[config.mk]
export PLATFORM = sky130hd
export DESIGN_NAME = lbpw_fifo
export DESIGN_NICKNAME = d
export VERILOG_FILES = /design/src/hdl/lbpw_pkg.sv /design/src/hdl/lbpw_fifo.sv
export SDC_FILE = /design/constraint.sdc
export NUM_CORES = 1
export LEC_CHECK = 0
export ABC_AREA = 1
export BUFFER_PORTS_ARGS = -buffer_cell sky130_fd_sc_hd__buf_2
export CAP_MARGIN = 5
export CORE_MARGIN = 2
export CORE_UTILIZATION = 50
export CTS_BUF_LIST = sky130_fd_sc_hd__clkbuf_16
export CTS_CLUSTER_SIZE = 12
export DETAILED_ROUTE_END_ITERATION = 12
export PLACE_DENSITY = 0.72
export SETUP_SLACK_MARGIN = 0.02
export SYNTH_ARGS = -nofsm -noshare
export SYNTH_HDL_FRONTEND = slang
export SYNTH_SLANG_ARGS = --single-unit
export TNS_END_PERCENT = 5
[constraint.sdc]
create_clock -name aclk -period 2.58 [get_ports aclk]
set_clock_uncertainty 0.2 [all_clocks]
set_input_delay 0.774 -clock aclk [delete_from_list [all_inputs] [get_ports aclk]]
set_output_delay 0.774 -clock aclk [all_outputs]
set_load 0.02 [all_outputs]
[src/hdl/lbpw_pkg.sv]
`timescale 1ns / 1ps

package lbpw_pkg;

    localparam int MAX_WIDTH  = 1024;
    localparam int MAX_HEIGHT = 1024;
    localparam int MIN_DIM    = 3;
    localparam int COL_W      = $clog2(MAX_WIDTH);
    localparam int ROW_W      = $clog2(MAX_HEIGHT);
    localparam int CFG_W      = 11;
    localparam int CFG_IDX_W  = 2;
    localparam int PIX_W      = 8;
    localparam int CODE_W     = 8;
    localparam int BUCKETS    = 5;
    localparam int IDX_W      = 3;
    localparam int CNT_W      = 20;
    localparam int BUCKET_DIV = 51;
    localparam int QDEPTH     = 4;
    localparam int QPTR_W     = $clog2(QDEPTH);
    localparam int QCNT_W     = $clog2(QDEPTH + 1);
    localparam int MDATA_W    = 32;

    localparam logic [CFG_IDX_W-1:0] REG_FRAME_WIDTH  = CFG_IDX_W'(0);
    localparam logic [CFG_IDX_W-1:0] REG_FRAME_HEIGHT = CFG_IDX_W'(1);

    localparam logic KIND_CODE  = 1'b0;
    localparam logic KIND_COUNT = 1'b1;

    typedef struct packed {
        logic [COL_W-1:0] wm1;
        logic [ROW_W-1:0] hm1;
    } geom_t;

    typedef struct packed {
        logic [CODE_W-1:0] code;
        logic [IDX_W-1:0]  bucket;
        logic              eof;
    } item_t;

endpackage

[src/hdl/lbpw_fifo.sv]
`timescale 1ns / 1ps

module lbpw_fifo (
    input  logic                         aclk,
    input  logic                         aresetn,
    input  logic                         push,
    input  lbpw_pkg::item_t              push_item,
    input  logic                         pop,
    output lbpw_pkg::item_t              head,
    output logic [lbpw_pkg::QCNT_W-1:0]  count
);
    import lbpw_pkg::*;

    item_t             mem_reg [QDEPTH];
    logic [QPTR_W-1:0] wr_reg;
    logic [QPTR_W-1:0] rd_reg;
    logic [QCNT_W-1:0] count_reg;

    assign head  = mem_reg[rd_reg];
    assign count = count_reg;

    always_ff @(posedge aclk) begin
        if (!aresetn) begin
            wr_reg    <= '0;
            rd_reg    <= '0;
            count_reg <= '0;
        end else begin
            if (push) begin
                wr_reg <= (wr_reg == QPTR_W'(QDEPTH - 1)) ? '0 : wr_reg + QPTR_W'(1);
            end
            if (pop) begin
                rd_reg <= (rd_reg == QPTR_W'(QDEPTH - 1)) ? '0 : rd_reg + QPTR_W'(1);
            end
            if (push && !pop) begin
                count_reg <= count_reg + QCNT_W'(1);
            end else if (pop && !push) begin
                count_reg <= count_reg - QCNT_W'(1);
            end
        end
    end

    always_ff @(posedge aclk) begin
        if (push) begin
            mem_reg[wr_reg] <= push_item;
        end
    end

endmodule

=== Word level (Yosys, flattened, before mapping) ===
Memory sizes are Yosys's and may differ from the RTL's. A register that Yosys moved wholly into a read port is not among the register bits.
Index checks and enable logic that the tools add are counted.

* Memory bits (writable): 48
* Latch bits: 0
* Memories: 1
* Bits in read-only memories: 0
* Output and inout port bits: 15
* Bits in registers: 7
* Input port bits: 16

{| class="wikitable"
|+ Memory list
! name !! words !! width !! read ports !! clocked after Yosys merged registers in !! write ports !! RTL line !! RTL
|-
| mem_reg || 4 || 12 || 1 || 1 || 1 || lbpw_fifo.sv:14 || <nowiki>item_t mem_reg [QDEPTH];</nowiki>
|}

* Reductions and logical operators: 5
* $mul: 0
* Eq/ne operators: 2
* Divide/modulo/power cells: 0
* Shift operators: 0
* Order comparisons: 0
* Bitwise gates (word level): 0
* Mux-type cells: 8
* $add $sub $neg: 4

{| class="wikitable"
|+ Operators by type and width
! kind !! count
|-
| 2-to-1 mux 2 bit || 4
|-
| 2-to-1 mux 3 bit || 2
|-
| adder 2 x 1 -> 2 bit, second input constant || 2
|-
| equality test 2 bit, second input constant || 2
|-
| adder 3 x 1 -> 3 bit, second input constant || 1
|-
| subtractor 3 x 1 -> 3 bit, second input constant || 1
|-
| logical AND 1 bit || 2
|-
| zero test 1 bit || 2
|-
| 2-to-1 mux 1 bit || 2
|-
| nonzero test 2 bit || 1
|}

=== Depth between registers and ports, before layout ===
Gate-level depths: netlist of run 1.

* Depth after elaboration: 4
* Gate-level depth with buffers: 10
* Gate-level depth less buffers: 10

=== Worst setup path after synthesis of run 1 ===
Ideal clock, no wire load.

* Path kind: input to register
* Start: input pop
* End: register count_reg[2], in the netlist count[2]
* Buffers on the path: 0
* Arrival: 1.715 ns
* Required time: 2.270 ns
* Library setup time: 0.110 ns
* Stages: 10
* Slack: 0.555 ns
* Cell sequence: inv_1 > ha_1 > inv_1 > fa_1 > inv_1 > nand2_1 > nand3_1 > nand2_1 > inv_1 > nor2_1

* Word-level cells in the longest chain between the ends: 3
* Elaborated cells on any way between the ends: 5

{| class="wikitable"
|+ Ends and longest elaborated chain
! element !! RTL line !! RTL
|-
| start, declared || lbpw_fifo.sv:8 || <nowiki>input logic pop,</nowiki>
|-
| zero test 1 bit || lbpw_fifo.sv:34 || <nowiki>if (push && !pop) begin</nowiki>
|-
| logical AND 1 bit || lbpw_fifo.sv:34 ||
|-
| 2-to-1 mux 3 bit or nonzero test 2 bit (tied branches) || -- ||
|-
| end signal, assigned || lbpw_fifo.sv:35 || <nowiki>count_reg <= count_reg + QCNT_W'(1);</nowiki>
|-
| end signal, assigned || lbpw_fifo.sv:37 || <nowiki>count_reg <= count_reg - QCNT_W'(1);</nowiki>
|-
| end, declared || lbpw_fifo.sv:17 || <nowiki>logic [QCNT_W-1:0] count_reg;</nowiki>
|}

Several ways; a longest one is shown, not always the timed one.
A chain may end at the register's enable or synchronous reset.

==> flow_metrics.env, run 1 <==
export IMPL_fin_crit_sh_pct=95.3
export IMPL_ir_drop_mv=0.451
export IMPL_grt_max_degree=25
export IMPL_netlist_area_um2=2230
export IMPL_power_density_nw_per_um2=848
export IMPL_ys_warn_count=0
export IMPL_cts_tree="built"
export IMPL_io_pins=31
export IMPL_post_dp_hpwl_um=2430
export IMPL_routedWlPerCell_um=13.9
export IMPL_grt_pass1_vias=1353
export IMPL_dp_slack_ns=0.347
export IMPL_syn_nets=196
export IMPL_power_mw=2.29
export IMPL_nNetsFinal=237
export IMPL_port_buffers=30
export IMPL_cp_end_kind="output pin"
export IMPL_multi_input_area_um2=500
export IMPL_overflow=0
export IMPL_regArea_um2=1620
export IMPL_clk_pin_slew_worst_paths_ns=0.05
export IMPL_wl_um=3770
export IMPL_grt_usage_pct=17.5
export IMPL_layout_setup_ws_ns=0.121
export IMPL_total_leakage_power_nw=1.08
export IMPL_drc_errors=0
export IMPL_hold_depth=2
export IMPL_synthToLayoutAreaGrowth_pct=21.3
export IMPL_tns_ns=0
export IMPL_ant_nets=0
export IMPL_drv_slew=0
export IMPL_drtIter0Drc=96
export IMPL_cts_buffers=9
export IMPL_critical_path_class="flop to output pin"
export IMPL_worstPathArrival_ns=1.48
export IMPL_max_slew_margin_pct=64.5
export IMPL_hold_start="count[1]$_SDFFE_PN0P_"
export IMPL_cts_sinks=57
export IMPL_nFillCells=338
export IMPL_status="complete, no violations"
export IMPL_drive_above_1_share_pct=23.3
export IMPL_rsz0062_at_grt="no"
export IMPL_final_util_pct=62.6
export IMPL_synth_cells=173
export IMPL_final_area_um2=2710
export IMPL_dieArea_um2=5010
export IMPL_initial_core_util_pct=51.6
export IMPL_synth_cell_types=19
export IMPL_cts_hold_buf=0
export IMPL_r2r_start="wr_reg[0]$_SDFFE_PN0P_"
export IMPL_viasPerCell=5.14
export IMPL_cts_path_max_buffers=2
export IMPL_clock_latency_ns=0.31
export IMPL_placementRows=24
export IMPL_setup_viol=0
export IMPL_fmax_ghz=0.407
export IMPL_syn_avg_cell_area_um2=12.9
export IMPL_min_period_ns=2.46
export IMPL_cts_root_buf="clkbuf_16"
export IMPL_synth_seq_cells=57
export IMPL_min_to="count[1]$_SDFFE_PN0P_"
export IMPL_worstMarginPinSlew_ns=0.533
export IMPL_ff2ff_path_depth=3
export IMPL_die_h_um=70.8
export IMPL_die_w_um=70.8
export IMPL_hold_viol=0
export IMPL_path_max_fanout=12
export IMPL_vias=1392
export IMPL_globalplace_congestion=0.687
export IMPL_r2r_slack_ns=0.95
export IMPL_grt_pass1_wl_um=6360
export IMPL_crit_required_ns=1.61
export IMPL_min_path_type="flop to flop"
export IMPL_antenna_found_initial=0
export IMPL_largest_register_ffs=48
export IMPL_placed_area_um2=2420
export IMPL_core_area_um2=4320
export IMPL_num_antenna_cells=0
export IMPL_cp_start_kind="flop"
export IMPL_cap_violations=0
export IMPL_htreeDepth=3
export IMPL_dr_pass1_iters=4
export IMPL_ys_seq_area_share_pct=72.7
export IMPL_r2r_end="mem_reg[3][1]$_DFFE_PP_"
## cell usage after synthesis (all sizes together)
cell type	n	area [um^2]
a21oi	3	15.0
buf	6	47.5
dfxtp	9	180
edfxtp	48	1440
fa	1	20.0
ha	6	75.1
inv	16	60.1
nand2	8	30.0
nand3	1	5.00
nand4	1	6.26
nor2	32	120
nor3	2	10.0
o21ai	27	135
o22ai	12	75.1
xor2	1	8.76
## per-layer routing
| layer | vias up | GRT usage, % | part of all wire (%) |
|---|---|---|---|
| met5 | - | 0 | 0 |
| met4 | 0 | 8.81 | 1.2 |
| met3 | 4 | 7.12 | 5.3 |
| met2 | 32 | 27.6 | 51 |
| met1 | 653 | 20.7 | 43 |
| li1 | 703 | - | - |
## what timing repair did
action,CTS,global route
setup buffers,0,3
endpoints found under the hold margin,0,0
setup endpoints to repair,0,5
resized for setup,0,4
## cell type report
| cell class | instances | share of cell area (%) |
|---|---|---|
| Inverter | 16 | 2.45 |
| Clock inverter | 7 | 1.11 |
| Sequential cell | 57 | 60.0 |
| Clock buffer | 9 | 8.33 |
| Tap cell | 52 | 2.41 |
| Timing Repair Buffer | 36 | 7.22 |
| Multi-Input combinational cell | 94 | 18.5 |
## per-stage QoR
step,hold slack [ns],instances
2_1_floorplan,0.290,173
3_3_place_gp,0.314,252
3_5_place_dp,0.324,252
4_1_cts,0.332,268
5_1_grt,0.372,271
6_report,0.328,271
## critical path, stage by stage, from the launching register on
cell	delay [ns]
dfxtp_1	0.47
buf_4	0.24
o21ai_0	0.11
o22ai_1	0.16
buf_2	0.20
## worst max path at each step
stage	start	cells past startpoint	to
finish	flop	4	head[9]
global route	flop	4	head[11]
CTS	flop	4	head[11]
detailed placement	pop	11	count[2]$_SDFFE_PN0P_
global placement	pop	11	count[2]$_SDFFE_PN0P_
floorplan	pop	10	count[2]$_SDFFE_PN0P_
## cell usage in the layout, fill, tap and decap left out, drive strengths merged
cell type,n
a21oi,3
buf,36
clkbuf,9
clkinv,5
clkinvlp,1
dfxtp,9
edfxtp,48
fa,1
ha,6
inv,17
nand2,8
nand3,1
nand4,1
nor2,32
nor3,2
o21ai,27
o22ai,12
xor2,1
## where the power goes
part | internal [mW] | leakage (nW) | switching, mW | total [mW]
logic | 0.0860 | 0.432 | 0.157 | 0.243
registers | 1.05 | 0.516 | 0.0240 | 1.07
clock network | 0.626 | 0.136 | 0.352 | 0.977
total | 1.76 | 1.08 | 0.533 | 2.29
## logic make-up after synthesis
| kind of cell | share of synthesized area (%) |
|---|---|
| adders and majority gates | 4.26 |
| buffers and inverters | 4.83 |
| AOI/OAI and AO/OA | 10.1 |
| and+or+nand+nor | 7.69 |
| DFF | 72.7 |
| xor gates and xnor gates | 0.393 |
(Power assumes the default switching activity.)
==> run 2, diff against run 1 <==
--- a/config.mk
+++ b/config.mk
@@ -13,7 +13,7 @@
 export CTS_BUF_LIST = sky130_fd_sc_hd__clkbuf_16
 export CTS_CLUSTER_SIZE = 12
 export DETAILED_ROUTE_END_ITERATION = 12
-export PLACE_DENSITY = 0.72
+export PLACE_DENSITY_LB_ADDON = 0.3
 export SETUP_SLACK_MARGIN = 0.02
 export SYNTH_ARGS = -nofsm -noshare
 export SYNTH_HDL_FRONTEND = slang
==> run 2 against run 1 <==
- power up 4.7%
- critical endpoint is now head[2]
- clock-buffer cell count stayed put
- register-to-register slack is essentially flat
- routed wire length rose by 8.2%
- fmax fell by 1.2%
- worst setup slack worse by 0.029 ns
- cell area hardly changed
- via count up 1.3%
- worst hold slack lost 0.0016 ns
- flip-flop and latch count unchanged
- sequential share of layout area hardly changed
- first-iteration DRC count grew 34%
==> flow_metrics.env, run 2 (synthesis results as in run 1) <==
export IMPL_tns_ns=0
export IMPL_worstMarginPinSlew_ns=0.559
export IMPL_die_w_um=70.8
export IMPL_path_max_fanout=24
export IMPL_ff2ff_path_depth=3
export IMPL_critical_path_class="flop to output pin"
export IMPL_top_usage_layer="met2"
export IMPL_core_area_um2=4320
export IMPL_drtIter0Drc=129
export IMPL_grt_pass1_wl_um=6510
export IMPL_grt_usage_pct=17.9
export IMPL_viasPerCell=5.26
export IMPL_placementRows=24
export IMPL_clock_latency_ns=0.31
export IMPL_clk_pin_slew_worst_paths_ns=0.05
export IMPL_drc_errors=0
export IMPL_antenna_found_initial=0
export IMPL_layout_setup_ws_ns=0.0923
export IMPL_final_area_um2=2710
export IMPL_largest_register_ffs=48
export IMPL_ant_nets=0
export IMPL_post_dp_hpwl_um=2600
export IMPL_drv_slew=0
export IMPL_initial_core_util_pct=51.6
export IMPL_r2r_start="wr_reg[0]$_SDFFE_PN0P_"
export IMPL_wl_um=4080
export IMPL_grtUsageMet1_pct=19.9
export IMPL_cp_start_kind="flop"
export IMPL_cap_violations=0
export IMPL_port_buffers=30
export IMPL_dr_pass1_iters=4
export IMPL_rsz0062_at_grt="yes"
export IMPL_hold_start="count[2]$_SDFFE_PN0P_"
export IMPL_status="complete, no violations"
export IMPL_cts_path_max_buffers=2
export IMPL_synthToLayoutAreaGrowth_pct=21.4
export IMPL_final_common_cell="edfxtp_1"
export IMPL_cts_sinks=57
export IMPL_drive_above_1_share_pct=22.7
export IMPL_ir_drop_mv=0.639
export IMPL_fin_crit_sh_pct=96.4
export IMPL_htreeDepth=3
export IMPL_layout_common_cells="48 x edfxtp_1, 32 x nor2_1, 30 x buf_2, 16 x inv_1, 16 x o21ai_1"
export IMPL_dp_slack_ns=0.267
export IMPL_r2r_slack_ns=0.95
export IMPL_grt_pass1_vias=1478
export IMPL_use_met3_pct=5.56
export IMPL_placed_area_um2=2410
export IMPL_place_inst=251
export IMPL_fmax_ghz=0.402
export IMPL_hold_viol=0
export IMPL_power_density_nw_per_um2=887
export IMPL_cts_tree="built"
export IMPL_setup_viol=0
export IMPL_worstPathArrival_ns=1.51
export IMPL_overflow=0
export IMPL_grt_max_degree=25
export IMPL_max_slew_margin_pct=62.7
export IMPL_endpoint="head[2]"
export IMPL_cts_root_buf="clkbuf_16"
export IMPL_crit_required_ns=1.61
export IMPL_total_leakage_power_nw=1.08
export IMPL_min_period_ns=2.49
export IMPL_cts_setup_buffers=0
export IMPL_nNetsFinal=234
export IMPL_die_h_um=70.8
export IMPL_routedWlPerCell_um=15.2
export IMPL_io_pins=31
export IMPL_instances_no_fill=268
export IMPL_globalplace_congestion=0.744
export IMPL_cp_end_kind="output pin"
export IMPL_num_antenna_cells=0
export IMPL_dieArea_um2=5010
export IMPL_r2r_end="mem_reg[3][10]$_DFFE_PP_"
export IMPL_cts_buffers=9
export IMPL_met2_usage_pct=30.2
export IMPL_min_path_type="flop to flop"
export IMPL_vias=1410
[run 2: per-layer routing]
metal  part of all wire (%)  vias to the layer above
met2                     52                       38
met5                      0                        -
met1                     41                      674
met4                    1.5                        0
li1                       -                      692
met3                    5.3                        6
[run 2: report_power, final]
part	switching (mW)	total (mW)	leakage, nW	internal [mW]
Clock	0.360	1.09	0.147	0.726
Combinational	0.159	0.239	0.413	0.0803
Sequential	0.0264	1.08	0.516	1.05
Total	0.545	2.40	1.08	1.86
[run 2: through the flow]
| step | util [%] | hold WS, ns | total power, mW |
|---|---|---|---|
| 2_1_floorplan | - | 0.290 | 1.25 |
| 3_3_place_gp | 55.8 | 0.298 | 1.32 |
| 3_5_place_dp | 55.8 | 0.315 | 1.33 |
| 4_1_cts | 62.3 | 0.336 | 2.41 |
| 5_1_grt | 62.6 | 0.367 | 2.49 |
| 6_report | 62.6 | 0.327 | 2.40 |
[run 2: worst min-delay path by stage]
stage                                  end  slack, ns  cells after the start
finish               count[2]$_SDFFE_PN0P_       0.33                      4
CTS                  count[2]$_SDFFE_PN0P_       0.34                      4
floorplan           wr_reg[1]$_SDFFE_PN0P_       0.29                      2
global placement    wr_reg[1]$_SDFFE_PN0P_       0.30                      2
global route         count[2]$_SDFFE_PN0P_       0.37                      4
detailed placement   count[1]$_SDFFE_PN0P_       0.32                      2
[run 2: layout make-up]
type / count / area (um^2)
flip-flops and latches: 57 / 1620
clock inverters: 7 / 55.1
fillers: 335 / 1620
multi-input cells: 94 / 500
well taps: 52 / 65.1
repair buffers: 32 / 165
inverters: 16 / 63.8
repair inverters: 1 / 7.51
clock buffers: 9 / 225
[run 2: repair_timing]
item | 4_1_cts | 5_1_grt
hold buffers | 0 | 0
setup endpoints to repair | 12 | 4
gates resized for setup | 1 | 3
gates cloned | 0 | 1
[run 2: critical path, cell delays in order, from the launching register on]
cell and delay, ns:
dfxtp_2 0.38, inv_2 0.32, nor2_1 0.09, o22ai_1 0.21, buf_2 0.20
