## src/hdl/lbpw_pkg.sv

```systemverilog
`timescale 1ns / 1ps

package lbpw_pkg;

    localparam int MAX_WIDTH  = 1024;
    localparam int MAX_HEIGHT = 1024;
    localparam int MIN_DIM    = 3;
    localparam int COL_W      = $clog2(MAX_WIDTH);
    localparam int ROW_W      = $clog2(MAX_HEIGHT);
    localparam int CFG_W      = 11;
    localparam int CFG_IDX_W  = 2;
    localparam int PIX_W      = 8;
    localparam int CODE_W     = 8;
    localparam int BUCKETS    = 5;
    localparam int IDX_W      = 3;
    localparam int CNT_W      = 20;
    localparam int BUCKET_DIV = 51;
    localparam int QDEPTH     = 4;
    localparam int QPTR_W     = $clog2(QDEPTH);
    localparam int QCNT_W     = $clog2(QDEPTH + 1);
    localparam int MDATA_W    = 32;

    localparam logic [CFG_IDX_W-1:0] REG_FRAME_WIDTH  = CFG_IDX_W'(0);
    localparam logic [CFG_IDX_W-1:0] REG_FRAME_HEIGHT = CFG_IDX_W'(1);

    localparam logic KIND_CODE  = 1'b0;
    localparam logic KIND_COUNT = 1'b1;

    typedef struct packed {
        logic [COL_W-1:0] wm1;
        logic [ROW_W-1:0] hm1;
    } geom_t;

    typedef struct packed {
        logic [CODE_W-1:0] code;
        logic [IDX_W-1:0]  bucket;
        logic              eof;
    } item_t;

endpackage

```

## src/hdl/lbpw_back.sv

```systemverilog
`timescale 1ns / 1ps

module lbpw_back (
    input  logic                          aclk,
    input  logic                          aresetn,
    input  logic                          restart,
    input  lbpw_pkg::item_t               q_head,
    input  logic                          q_nonempty,
    output logic                          q_pop,
    output logic                          m_tvalid,
    input  logic                          m_tready,
    output logic [lbpw_pkg::MDATA_W-1:0]  m_tdata,   // [7:0] pattern_code, [10:8] bucket_index,
                                                     // [30:11] bucket_count, [31] zero
    output logic [0:0]                    m_tuser,   // [0] kind
    output logic                          m_tlast
);
    import lbpw_pkg::*;

    typedef enum logic [1:0] {
        ST_CODE = 2'b01,
        ST_DUMP = 2'b10
    } bstate_t;

    bstate_t           state_reg, state_next;
    logic [IDX_W-1:0]  idx_reg, idx_next;
    logic [CNT_W-1:0]  cnt_reg [BUCKETS];
    logic [CNT_W-1:0]  cnt_next [BUCKETS];
    logic              out_valid_reg, out_valid_next;
    logic              out_kind_reg, out_kind_next;
    logic [CODE_W-1:0] out_code_reg, out_code_next;
    logic [IDX_W-1:0]  out_idx_reg, out_idx_next;
    logic [CNT_W-1:0]  out_cnt_reg, out_cnt_next;
    logic              out_last_reg, out_last_next;
    logic              load;

    assign load  = !out_valid_reg || m_tready;
    assign q_pop = (state_reg == ST_CODE) && q_nonempty && load;

    always_comb begin
        state_next     = state_reg;
        idx_next       = idx_reg;
        cnt_next       = cnt_reg;
        out_valid_next = load ? 1'b0 : out_valid_reg;
        out_kind_next  = out_kind_reg;
        out_code_next  = out_code_reg;
        out_idx_next   = out_idx_reg;
        out_cnt_next   = out_cnt_reg;
        out_last_next  = out_last_reg;
        unique case (state_reg)
            ST_CODE: begin
                if (q_pop) begin
                    out_valid_next = 1'b1;
                    out_kind_next  = KIND_CODE;
                    out_code_next  = q_head.code;
                    out_idx_next   = '0;
                    out_cnt_next   = '0;
                    out_last_next  = !q_head.eof;
                    for (int i = 0; i < BUCKETS; i++) begin
                        if (q_head.bucket == IDX_W'(i) && cnt_reg[i] != {CNT_W{1'b1}}) begin
                            cnt_next[i] = cnt_reg[i] + CNT_W'(1);
                        end
                    end
                    if (q_head.eof) begin
                        state_next = ST_DUMP;
                        idx_next   = '0;
                    end
                end
            end
            ST_DUMP: begin
                if (load) begin
                    out_valid_next = 1'b1;
                    out_kind_next  = KIND_COUNT;
                    out_code_next  = '0;
                    out_idx_next   = idx_reg;
                    out_cnt_next   = cnt_reg[idx_reg];
                    out_last_next  = idx_reg == IDX_W'(BUCKETS - 1);
                    if (idx_reg == IDX_W'(BUCKETS - 1)) begin
                        state_next = ST_CODE;
                        for (int i = 0; i < BUCKETS; i++) begin
                            cnt_next[i] = '0;
                        end
                    end else begin
                        idx_next = idx_reg + IDX_W'(1);
                    end
                end
            end
            default: begin
                state_next = ST_CODE;
            end
        endcase
        if (restart) begin
            for (int i = 0; i < BUCKETS; i++) begin
                cnt_next[i] = '0;
            end
        end
    end

    always_ff @(posedge aclk) begin
        if (!aresetn) begin
            state_reg     <= ST_CODE;
            idx_reg       <= '0;
            out_valid_reg <= 1'b0;
            for (int i = 0; i < BUCKETS; i++) begin
                cnt_reg[i] <= '0;
            end
        end else begin
            state_reg     <= state_next;
            idx_reg       <= idx_next;
            out_valid_reg <= out_valid_next;
            cnt_reg       <= cnt_next;
        end
    end

    always_ff @(posedge aclk) begin
        out_kind_reg <= out_kind_next;
        out_code_reg <= out_code_next;
        out_idx_reg  <= out_idx_next;
        out_cnt_reg  <= out_cnt_next;
        out_last_reg <= out_last_next;
    end

    assign m_tvalid = out_valid_reg;
    assign m_tdata  = MDATA_W'({out_cnt_reg, out_idx_reg, out_code_reg});
    assign m_tuser  = out_kind_reg;
    assign m_tlast  = out_last_reg;

endmodule

```

## config.mk

```make
export PLATFORM = sky130hd
export DESIGN_NAME = lbpw_back
export DESIGN_NICKNAME = d
export VERILOG_FILES = /design/src/hdl/lbpw_pkg.sv /design/src/hdl/lbpw_back.sv
export SDC_FILE = /design/constraint.sdc
export NUM_CORES = 1
export LEC_CHECK = 0
export ABC_AREA = 1
export BUFFER_PORTS_ARGS = -buffer_cell sky130_fd_sc_hd__clkbuf_2
export CAP_MARGIN = 20
export CORE_MARGIN = 4
export CORE_UTILIZATION = 40
export DETAILED_ROUTE_END_ITERATION = 6
export PLACE_DENSITY_LB_ADDON = 0.05
export SETUP_SLACK_MARGIN = 0.05
export SKIP_CTS_REPAIR_TIMING = 1
export SLEW_MARGIN = 0
export SYNTH_ARGS = -nofsm -noshare
export SYNTH_HDL_FRONTEND = slang
export SYNTH_SLANG_ARGS = --single-unit
```

## constraint.sdc

```tcl
create_clock -name aclk -period 6.4 [get_ports aclk]
set_clock_uncertainty 0.05 [all_clocks]
set_input_delay 0.96 -clock aclk [delete_from_list [all_inputs] [get_ports aclk]]
set_output_delay 0.96 -clock aclk [all_outputs]
set_load 0.05 [all_outputs]
```

# ---- Word level (Yosys, flattened, before mapping)
# Index checks and enable logic that the tools add are counted.
dict set report totals {
  word_cells 106
  reg_bits 139
  out_inout_bits 36
  input_bits 17
}
dict set report classes {
  muxes 41
  eq_ne 22
  n_addsub 6
  n_bitwise 2
  n_reduce_logical 21
  n_lt_le_gt_ge 1
}
# op n
set ops {}
lappend ops {{100-bit two-way mux} 3}
lappend ops {{100-bit case mux with 2 select lines} 1}
lappend ops {{20-bit two-way mux} 9}
lappend ops {{20-bit by 1-bit adder with 20-bit output (second input constant)} 5}
lappend ops {{20-bit inequality test (second input constant)} 5}
lappend ops {{20-bit binary-select mux with 3-bit select} 1}
lappend ops {{20-bit case mux with 2 select lines} 1}
lappend ops {{5-bit AND reduction} 6}
lappend ops {{3-bit two-way mux} 6}
lappend ops {{8-bit two-way mux} 2}
lappend ops {{8-bit case mux with 2 select lines} 1}
lappend ops {{3-bit case mux with 2 select lines} 2}
lappend ops {{2-bit by 1-bit inequality test with 1-bit output (second input constant)} 5}
lappend ops {{2-bit inequality test (second input constant)} 5}
lappend ops {{2-bit two-way mux} 4}
lappend ops {{1-bit logical AND} 7}
lappend ops {{1-bit two-way mux} 7}
lappend ops {{3-bit by 2-bit == test with 1-bit output (second input constant)} 2}
lappend ops {{3-bit == test (second input constant)} 2}
lappend ops {{1-bit case mux with 2 select lines} 3}
lappend ops {{4-bit greater-or-equal comparator (second input constant)} 1}
lappend ops {{3-bit inverter with 4-bit output} 1}
lappend ops {{2-bit case mux with 2 select lines} 1}
lappend ops {{4-bit AND reduction} 1}
lappend ops {{other kinds (11)} 12}

# ---- Longest topological paths before layout
# Gate-level depths: netlist of run 1.
dict set report depth {
  depth_word 6
  mapped_depth 12
  ltp_nobuf 11
}

# ---- Worst setup path before layout of run 1
# No wires, ideal clock.
dict set report synth_path {
  kind {input to output}
  start {input q_nonempty}
  end {output q_pop}
  setup_slack_ns 3.261
  path_buffers 0
  cell_stages 2
  arrival_ns 2.129
  required_time_ns 5.390
  cell_sequence {inv_1 -> nor3_1}
}
dict set report synth_via {
  elab_chain_cells 2
}
# item line_no
set synth_rtl {}
lappend synth_rtl {{start: declaration} lbpw_back.sv:8} ;# input logic q_nonempty,
lappend synth_rtl {{1-bit logical AND (2 in a row)} lbpw_back.sv:37} ;# assign q_pop = (state_reg == ST_CODE) && q_nonempty && load;
lappend synth_rtl {{end: declaration} lbpw_back.sv:9} ;# output logic q_pop,
# Every way passes these cells.

# ---- Worst setup path in the final report of run 1
dict set report layout_path {
  start {register state_reg[0]}
  end {register cnt_reg[12] (netlist bit)}
}
dict set report layout_via {
  elab_chain_cells 5
  elab_cells_between_ends 11
  cone_classes {eq/ne (6); mux (1); reduce/logical (4)}
}
# item line_no
set layout_rtl {}
lappend layout_rtl {{start: declaration} lbpw_back.sv:24} ;# bstate_t state_reg, state_next;
lappend layout_rtl {{start signal: assignment} lbpw_back.sv:107} ;# state_reg <= state_next;
lappend layout_rtl {{2-bit by 1-bit == test with 1-bit output} {lbpw_back.sv:37, lbpw_back.sv:49}}
lappend layout_rtl {{1-bit logical AND (2 in a row)} lbpw_back.sv:37}
lappend layout_rtl {{2-bit inequality test (no line)} --}
lappend layout_rtl {{5-bit AND reduction (no line)} --}
lappend layout_rtl {{end signal: assignment} lbpw_back.sv:110} ;# cnt_reg <= cnt_next;
lappend layout_rtl {{end: declaration} lbpw_back.sv:26} ;# logic [CNT_W-1:0] cnt_reg [BUCKETS];
# Parallel ways exist; a longest one is shown, timed or not.
# A chain may end at the register's enable or synchronous reset.

==> results of run 1 <==
synth_stat cells, drive strengths merged:
master / n / area, um^2
o21bai: 6 / 45.0
nor2: 297 / 1120
nor3: 21 / 105
o211ai: 1 / 12.5
edfxtp: 33 / 991
xnor2: 6 / 52.6
o21ai: 75 / 379
o2111ai: 1 / 8.76
ha: 9 / 113
and2: 1 / 6.26
o22ai: 2 / 12.5
or2: 5 / 31.3
buf: 28 / 188
nand4: 21 / 131
xor2: 10 / 87.6
inv: 175 / 657
nor3b: 3 / 22.5
clkinv: 3 / 11.3
dfxtp: 106 / 2120
conb: 1 / 3.75
a31oi: 1 / 6.26
nand3: 191 / 956
clkbuf: 47 / 178
nand2: 437 / 1650
a21oi: 104 / 521
kinds of logic (layout without fill, tap and decap cells):
group | Yosys count | in the layout | synth area share (%)
simple gates | 976 | 976 | 42.8
flops | 139 | 139 | 33.1
other cells | 1 | 1 | 0.0398
xor+xnor | 16 | 16 | 1.49
compound gates | 190 | 190 | 10.5
buf+inv | 253 | 273 | 11.0
fa+ha+maj | 9 | 9 | 1.20
power breakdown:
part / internal [mW] / switching [mW]
sequential: 1.02 / 0.0855
combinational: 0.231 / 0.875
clock: 0.772 / 0.411
total: 2.03 / 1.37
layout by cell type (no fill, tap or decap), types with 4 or more instances in the layout:
cell type and instances:
sky130_fd_sc_hd__buf_4 11, sky130_fd_sc_hd__dfxtp_1 106, sky130_fd_sc_hd__o21ai_1 12, sky130_fd_sc_hd__nand3_1 191, sky130_fd_sc_hd__inv_1 173, sky130_fd_sc_hd__ha_1 8
sky130_fd_sc_hd__clkbuf_16 17, sky130_fd_sc_hd__clkinv_4 5, sky130_fd_sc_hd__xnor2_1 6, sky130_fd_sc_hd__xor2_1 10, sky130_fd_sc_hd__nand2_1 433, sky130_fd_sc_hd__bufinv_16 7
sky130_fd_sc_hd__o21ai_0 62, sky130_fd_sc_hd__clkbuf_2 51, sky130_fd_sc_hd__o21bai_1 6, sky130_fd_sc_hd__edfxtp_1 33, sky130_fd_sc_hd__nor3_1 21, sky130_fd_sc_hd__nand4_1 21
sky130_fd_sc_hd__nor2_1 295, sky130_fd_sc_hd__a21oi_1 104, sky130_fd_sc_hd__nand2_2 4, sky130_fd_sc_hd__or2_2 5
metal layers:
metal | global-route usage (%) | vias up | share of wire, %
met5 | 0 | - | 0
met4 | 7.10 | 0 | 2.2
met3 | 2.86 | 38 | 5.0
met2 | 34.8 | 258 | 43
met1 | 33.4 | 4363 | 50
li1 | - | 5060 | -
tightest hold or removal path: cells and delay by family (launching register included):
| kind | cells | cell delay (ns) |
|---|---|---|
| flip-flops | 1 | 0.32 |
| AND/OR/NAND/NOR | 2 | 0.11 |
worst max-delay path by stage:
| stage | start | end | slack (ns) | cells after the start |
|---|---|---|---|---|
| floorplan | q_nonempty | q_pop | 3.26 | 2 |
| global placement | state_reg[0] | cnt_reg[12] | 2.53 | 12 |
| detailed placement | state_reg[0] | cnt_reg[12] | 2.46 | 12 |
| CTS | state_reg[0] | cnt_reg[12] | 2.45 | 12 |
| global route | state_reg[0] | cnt_reg[12] | 2.12 | 12 |
| finish | state_reg[0] | cnt_reg[12] | 2.51 | 12 |
stage by stage:
step,util (%),worst slack (ns)
CTS,45.8,2.45
global route,45.9,2.12
finish,45.9,2.51
detailed placement,42.8,2.46
floorplan,-,3.26
global placement,42.7,2.53
layout make-up:
| class | instances | area [um^2] | share of cell area [%] |
|---|---|---|---|
| tap | 313 | 392 | 3.73 |
| sequential | 139 | 3110 | 29.6 |
| clock inverter | 15 | 272 | 2.58 |
| multi-input combinational | 1192 | 5280 | 50.2 |
| clock buffer | 17 | 425 | 4.05 |
| timing repair buffer | 63 | 365 | 3.48 |
| inverter | 178 | 668 | 6.36 |
==> impl_table.tex, run 1 <==
\begin{tabular}{lr}
\hline
Metric & Value \\
\hline
\multicolumn{2}{l}{\textbf{Run status}} \\
\quad Result of the run & complete, no violations \\
\multicolumn{2}{l}{\textbf{Worst setup path}} \\
\quad Critical register-to-register path startpoint & state\_reg[0] \\
\quad Endpoint arrival time on the critical path & 4.22 ns \\
\quad Largest incremental delay on the critical path & 0.73 ns \\
\quad Chain of cells forming the critical path & inv\_1 > ha\_2 > buf\_4 > inv\_2 > buf\_4 > a21oi\_1 > nor2\_4 > buf\_4 > nand2\_2 > inv\_1 > nor2\_1 > nor2\_1 \\
\quad Cell type with the highest occurrence count on the critical path & sky130\_fd\_sc\_hd\_\_buf\_4 \\
\quad Buffer and inverter count on the worst path & 6 \\
\quad CP Class & flip-flop to flip-flop \\
\quad R2r setup slk & 2.51 ns \\
\quad Highest fanout seen on the critical path & 71 \\
\quad Dominant delay contributor by cell family on the critical path & buffers and inverters \\
\quad Data required time of the critical path & 6.72 ns \\
\quad Worst r2r path cells & 12 \\
\quad Nature of the critical path startpoint & flip-flop \\
\quad Cell with the largest stage delay on the worst path & sky130\_fd\_sc\_hd\_\_nor2\_4 \\
\quad R2r endpoint & cnt\_reg[12] \\
\quad Crit. End Element & flip-flop \\
\multicolumn{2}{l}{\textbf{Die}} \\
\quad Initial standard-cell utilization of the core & 41.1\% \\
\quad Number of rows in the core area & 55 \\
\quad Placeable core area & 22900 um\^{}2 \\
\quad Die width & 161 um \\
\quad Area of the die & 26100 um\^{}2 \\
\quad \# IOs & 53 \\
\quad Vertical extent of the die & 161 um \\
\multicolumn{2}{l}{\textbf{Detailed routing}} \\
\quad TritonRoute pass-1 iters & 6 \\
\quad Vias per cell & 5.07 \\
\quad Detail Route Antenna Nets & 0 \\
\quad Remaining design rule violation count & 0 \\
\quad Count of vias placed by the detailed router & 9719 \\
\quad Routed wire length & 29600 um \\
\quad DRC marker count from the first detailed-route iteration & 1062 \\
\quad Routed length per placed instance & 15.4 um \\
\multicolumn{2}{l}{\textbf{Timing}} \\
\quad Final setup violation count & 0 \\
\quad Shortest clock period the worst path allows after layout & 3.89 ns \\
\quad Setup TNS & 0 ns \\
\quad Count of final max-slew check failures & 0 \\
\quad Remaining max-slew budget at the tightest pin & 39.5\% \\
\quad Worst Tran Pin Value & 0.903 ns \\
\quad Final Hold Slack & 0.423 ns \\
\quad Setup repair after global routing missed its margin & false \\
\quad Hold Fails Final Rpt & 0 \\
\quad Peak clock frequency supported by timing & 0.257 GHz \\
\quad Final critical-path share of the clock period & 60.8\% \\
\multicolumn{2}{l}{\textbf{Clocking}} \\
\quad Root buf cell & sky130\_fd\_sc\_hd\_\_clkbuf\_16 \\
\quad Clock slew at reported path FFs & 0.07 ns \\
\quad CTS H-tree depth & 4 \\
\quad Number of buffers created by CTS & 17 \\
\quad Buffer depth of the longest clock path & 2 \\
\quad Insertion delay to the later sink of the worst-skew pair & 0.43 ns \\
\quad CTS sink count & 139 \\
\quad TritonCTS clock tree & done \\
\multicolumn{2}{l}{\textbf{Synthesis}} \\
\quad Count of distinct cell types in the synthesized netlist & 34 \\
\quad Post-Syn Nets & 1610 \\
\quad Yosys synthesis warning count & 0 \\
\quad Synthesized instance count & 1584 \\
\quad Average cell area after synthesis & 5.94 um\^{}2 \\
\quad Count of state elements after synthesis & 139 \\
\quad Portion of the post-synthesis area used by sequential elements & 33.1\% \\
\quad Cell area after synthesis & 9410 um\^{}2 \\
\multicolumn{2}{l}{\textbf{Global routing}} \\
\quad Global-route total usage across every layer & 22.8\% \\
\quad Largest net degree at the start of global routing & 72 \\
\quad Initial antenna violation count & 0 \\
\quad Sum of overflow across all layers after global routing & 0 \\
\quad Vias in the first global route & 8856 \\
\quad First-pass GRT wire length & 48200 um \\
\multicolumn{2}{l}{\textbf{Place}} \\
\quad IO Port Bufs & 51 \\
\quad DP HPWL & 21300 um \\
\quad Cell Count Post-Placement & 1884 \\
\quad Final weighted congestion in routability-driven placement & 0.910 \\
\quad Area after detailed placement & 9810 um\^{}2 \\
\multicolumn{2}{l}{\textbf{Layout}} \\
\quad Diode insertion count for antenna repair & 0 \\
\quad Flip-flop count of the largest register after layout & 100 \\
\quad Share of final-layout standard cells stronger than drive strength 1 & 6.92\% \\
\quad Total of fill cells in the finished design & 2467 \\
\quad Finished Cell Area & 10500 um\^{}2 \\
\quad Post-route non-filler standard cell count & 1917 \\
\quad Number of nets at the end of the flow & 1617 \\
\quad Layout overhead on the synthesized area & 11.7\% \\
\multicolumn{2}{l}{\textbf{Pwr}} \\
\quad Power density relative to cell area & 323 nW/um\^{}2 \\
\quad Lkg Pwr & 4.43 nW \\
\quad Post-route total power & 3.40 mW \\
\quad IR Drop Worst-Case VDD & 177 uV \\
\multicolumn{2}{l}{\textbf{Worst hold path}} \\
\quad Hold Crit Depth & 2 \\
\quad Path class of the lowest-slack min-delay path & flip-flop to flip-flop \\
\quad Source of the worst hold timing path & state\_reg[0] \\
\quad Worst-case hold path end point & state\_reg[0] \\
\multicolumn{2}{l}{\textbf{Job}} \\
\quad Max-cap violations & 0 \\
\hline
\end{tabular}
Note: power is estimated with default switching activity, not from simulation.
==> run 2: changes to the inputs <==
clock period = 3.55 ns   (was 6.4 ns; I/O delays follow)
==> impl_table.tex, run 2 (same netlist as run 1, synthesis figures left out) <==
\begin{tabular}{lr}
\hline
Metric & Value \\
\hline
\multicolumn{2}{l}{\textbf{Worst setup path}} \\
\quad Cell with the largest stage delay on the worst path & sky130\_fd\_sc\_hd\_\_nor2\_4 \\
\quad Highest fanout seen on the critical path & 20 \\
\quad Cell type with the highest occurrence count on the critical path & sky130\_fd\_sc\_hd\_\_nand2\_1 \\
\quad Data required time of the critical path & 3.87 ns \\
\quad Endpoint arrival time on the critical path & 3.33 ns \\
\quad Crit. End Element & flip-flop \\
\quad Chain of cells forming the critical path & inv\_1 > ha\_1 > inv\_2 > o21ai\_2 > o211ai\_2 > nor2\_4 > nand2\_1 > buf\_4 > nand2\_1 > nand2\_1 > nor2\_1 \\
\quad Largest incremental delay on the critical path & 0.57 ns \\
\quad CP Class & flip-flop to flip-flop \\
\quad Nature of the critical path startpoint & flip-flop \\
\multicolumn{2}{l}{\textbf{Layout}} \\
\quad Most frequent cells in the layout & 433 x sky130\_fd\_sc\_hd\_\_nand2\_1, 295 x sky130\_fd\_sc\_hd\_\_nor2\_1, 191 x sky130\_fd\_sc\_hd\_\_nand3\_1 \\
\quad Diode insertion count for antenna repair & 0 \\
\quad Total of fill cells in the finished design & 2539 \\
\quad Multi-input gate area & 5280 um\^{}2 \\
\quad Most frequent standard cell in the layout excluding fill and tap cells & sky130\_fd\_sc\_hd\_\_nand2\_1 \\
\quad Share of final-layout standard cells stronger than drive strength 1 & 7.26\% \\
\quad Layout overhead on the synthesized area & 10.6\% \\
\quad Post-route non-filler standard cell count & 1924 \\
\quad FF+latch area & 3110 um\^{}2 \\
\quad Flip-flop count of the largest register after layout & 100 \\
\quad Number of nets at the end of the flow & 1624 \\
\multicolumn{2}{l}{\textbf{Clocking}} \\
\quad TritonCTS clock tree & done \\
\quad Buffer depth of the longest clock path & 2 \\
\quad CTS sink count & 139 \\
\quad Insertion delay to the later sink of the worst-skew pair & 0.44 ns \\
\quad CTS H-tree depth & 4 \\
\quad Root buf cell & sky130\_fd\_sc\_hd\_\_clkbuf\_16 \\
\quad Clock slew at reported path FFs & 0.07 ns \\
\quad Number of buffers created by CTS & 17 \\
\multicolumn{2}{l}{\textbf{Timing}} \\
\quad Shortest clock period the worst path allows after layout & 3.01 ns \\
\quad Worst Tran Pin Value & 0.966 ns \\
\quad Count of final max-slew check failures & 0 \\
\quad Setup repair after global routing missed its margin & false \\
\quad Final setup violation count & 0 \\
\quad Final critical-path share of the clock period & 84.8\% \\
\quad Worst-case setup margin in the final layout & 0.538 ns \\
\quad Hold Fails Final Rpt & 0 \\
\quad Peak clock frequency supported by timing & 0.332 GHz \\
\quad Final Hold Slack & 0.329 ns \\
\quad Remaining max-slew budget at the tightest pin & 35.2\% \\
\quad Setup TNS & 0 ns \\
\multicolumn{2}{l}{\textbf{Die}} \\
\quad Placeable core area & 22900 um\^{}2 \\
\quad Number of rows in the core area & 55 \\
\quad \# IOs & 53 \\
\quad Initial standard-cell utilization of the core & 41.1\% \\
\quad Vertical extent of the die & 161 um \\
\quad Area of the die & 26100 um\^{}2 \\
\quad Die width & 161 um \\
\multicolumn{2}{l}{\textbf{Place}} \\
\quad DP HPWL & 21600 um \\
\quad Cell Count Post-Placement & 1892 \\
\quad IO Port Bufs & 51 \\
\quad Setup Slack @ Placement & 0.623 ns \\
\quad Final weighted congestion in routability-driven placement & 0.903 \\
\multicolumn{2}{l}{\textbf{Global routing}} \\
\quad Global-route total usage across every layer & 23.4\% \\
\quad First-pass GRT wire length & 49100 um \\
\quad Largest net degree at the start of global routing & 71 \\
\quad Initial antenna violation count & 0 \\
\quad Sum of overflow across all layers after global routing & 0 \\
\quad Vias in the first global route & 8954 \\
\multicolumn{2}{l}{\textbf{Detailed routing}} \\
\quad TritonRoute pass-1 iters & 5 \\
\quad Detail Route Antenna Nets & 0 \\
\quad Routed length per placed instance & 15.6 um \\
\quad Routed wire length & 30100 um \\
\quad Vias per cell & 5.14 \\
\quad DRC marker count from the first detailed-route iteration & 859 \\
\quad Count of vias placed by the detailed router & 9896 \\
\quad Remaining design rule violation count & 0 \\
\multicolumn{2}{l}{\textbf{Pwr}} \\
\quad IR Drop Worst-Case VDD & 260 uV \\
\quad Post-route total power & 5.83 mW \\
\quad Power density relative to cell area & 560 nW/um\^{}2 \\
\quad Lkg Pwr & 4.37 nW \\
\multicolumn{2}{l}{\textbf{Run status}} \\
\quad Result of the run & complete, no violations \\
\multicolumn{2}{l}{\textbf{Worst hold path}} \\
\quad Path class of the lowest-slack min-delay path & primary input to flip-flop \\
\multicolumn{2}{l}{\textbf{Job}} \\
\quad Max-cap violations & 0 \\
\hline
\end{tabular}
==> run 2: cell types whose count changed in the layout (fill, tap and decap cells not counted), sizes merged <==
cell and delta:
clkinvlp +4, clkinv -3, inv +5, buf +7, bufinv -6
==> run 2: power by group <==
| part | internal, mW | total [mW] | switching [mW] | leakage (nW) |
|---|---|---|---|---|
| Sequential | 1.84 | 1.99 | 0.149 | 1.17 |
| Combinational | 0.461 | 2.08 | 1.62 | 2.94 |
| Clock | 0.974 | 1.76 | 0.785 | 0.261 |
==> run 2: layout make-up <==
class                      instances  share of cell area (%)
sequential                       139                    29.9
clock inverter                    15                    1.36
tap                              313                    3.76
multi-input combinational       1192                    50.7
timing repair buffer              70                    3.82
inverter                         178                    6.42
clock buffer                      17                    4.09
==> run 2: worst paths after layout <==
| check | startpoint | endpoint | slack, ns | cells past startpoint |
|---|---|---|---|---|
| worst min-delay path | q_head[9] | out_code_reg[5] | 0.33 | 3 |
| worst max-delay path | state_reg[1] | cnt_reg[98] | 0.54 | 11 |
| worst max register to register | state_reg[1] | cnt_reg[98] | 0.54 | 11 |
| worst min register to register | state_reg[0] | state_reg[0] | 0.42 | 2 |
==> run 2: critical path: cells and delay by family, from the launching register on <==
family,cells,cell delay (ns)
adders and majority gates,1,0.53
AOI/OAI and AO/OA,2,0.36
and+or+nand+nor,5,1.19
buffers and inverters,3,0.49
DFF,1,0.32
==> run 2: per-stage QoR <==
step                utilization, %  instance area (um^2)
floorplan                        -                  9410
global placement              42.9                  9840
detailed placement            43.0                  9850
CTS                           45.4                 10400
global route                  45.4                 10400
finish                        45.4                 10400
==> run 2: metal layers <==
layer,global-route usage (%),part of all wire (%),routed length [um]
met5,0,0,0
met4,7.37,2.4,720
met3,3.70,6.3,1900
met2,34.6,42,12800
met1,34.9,49,14700
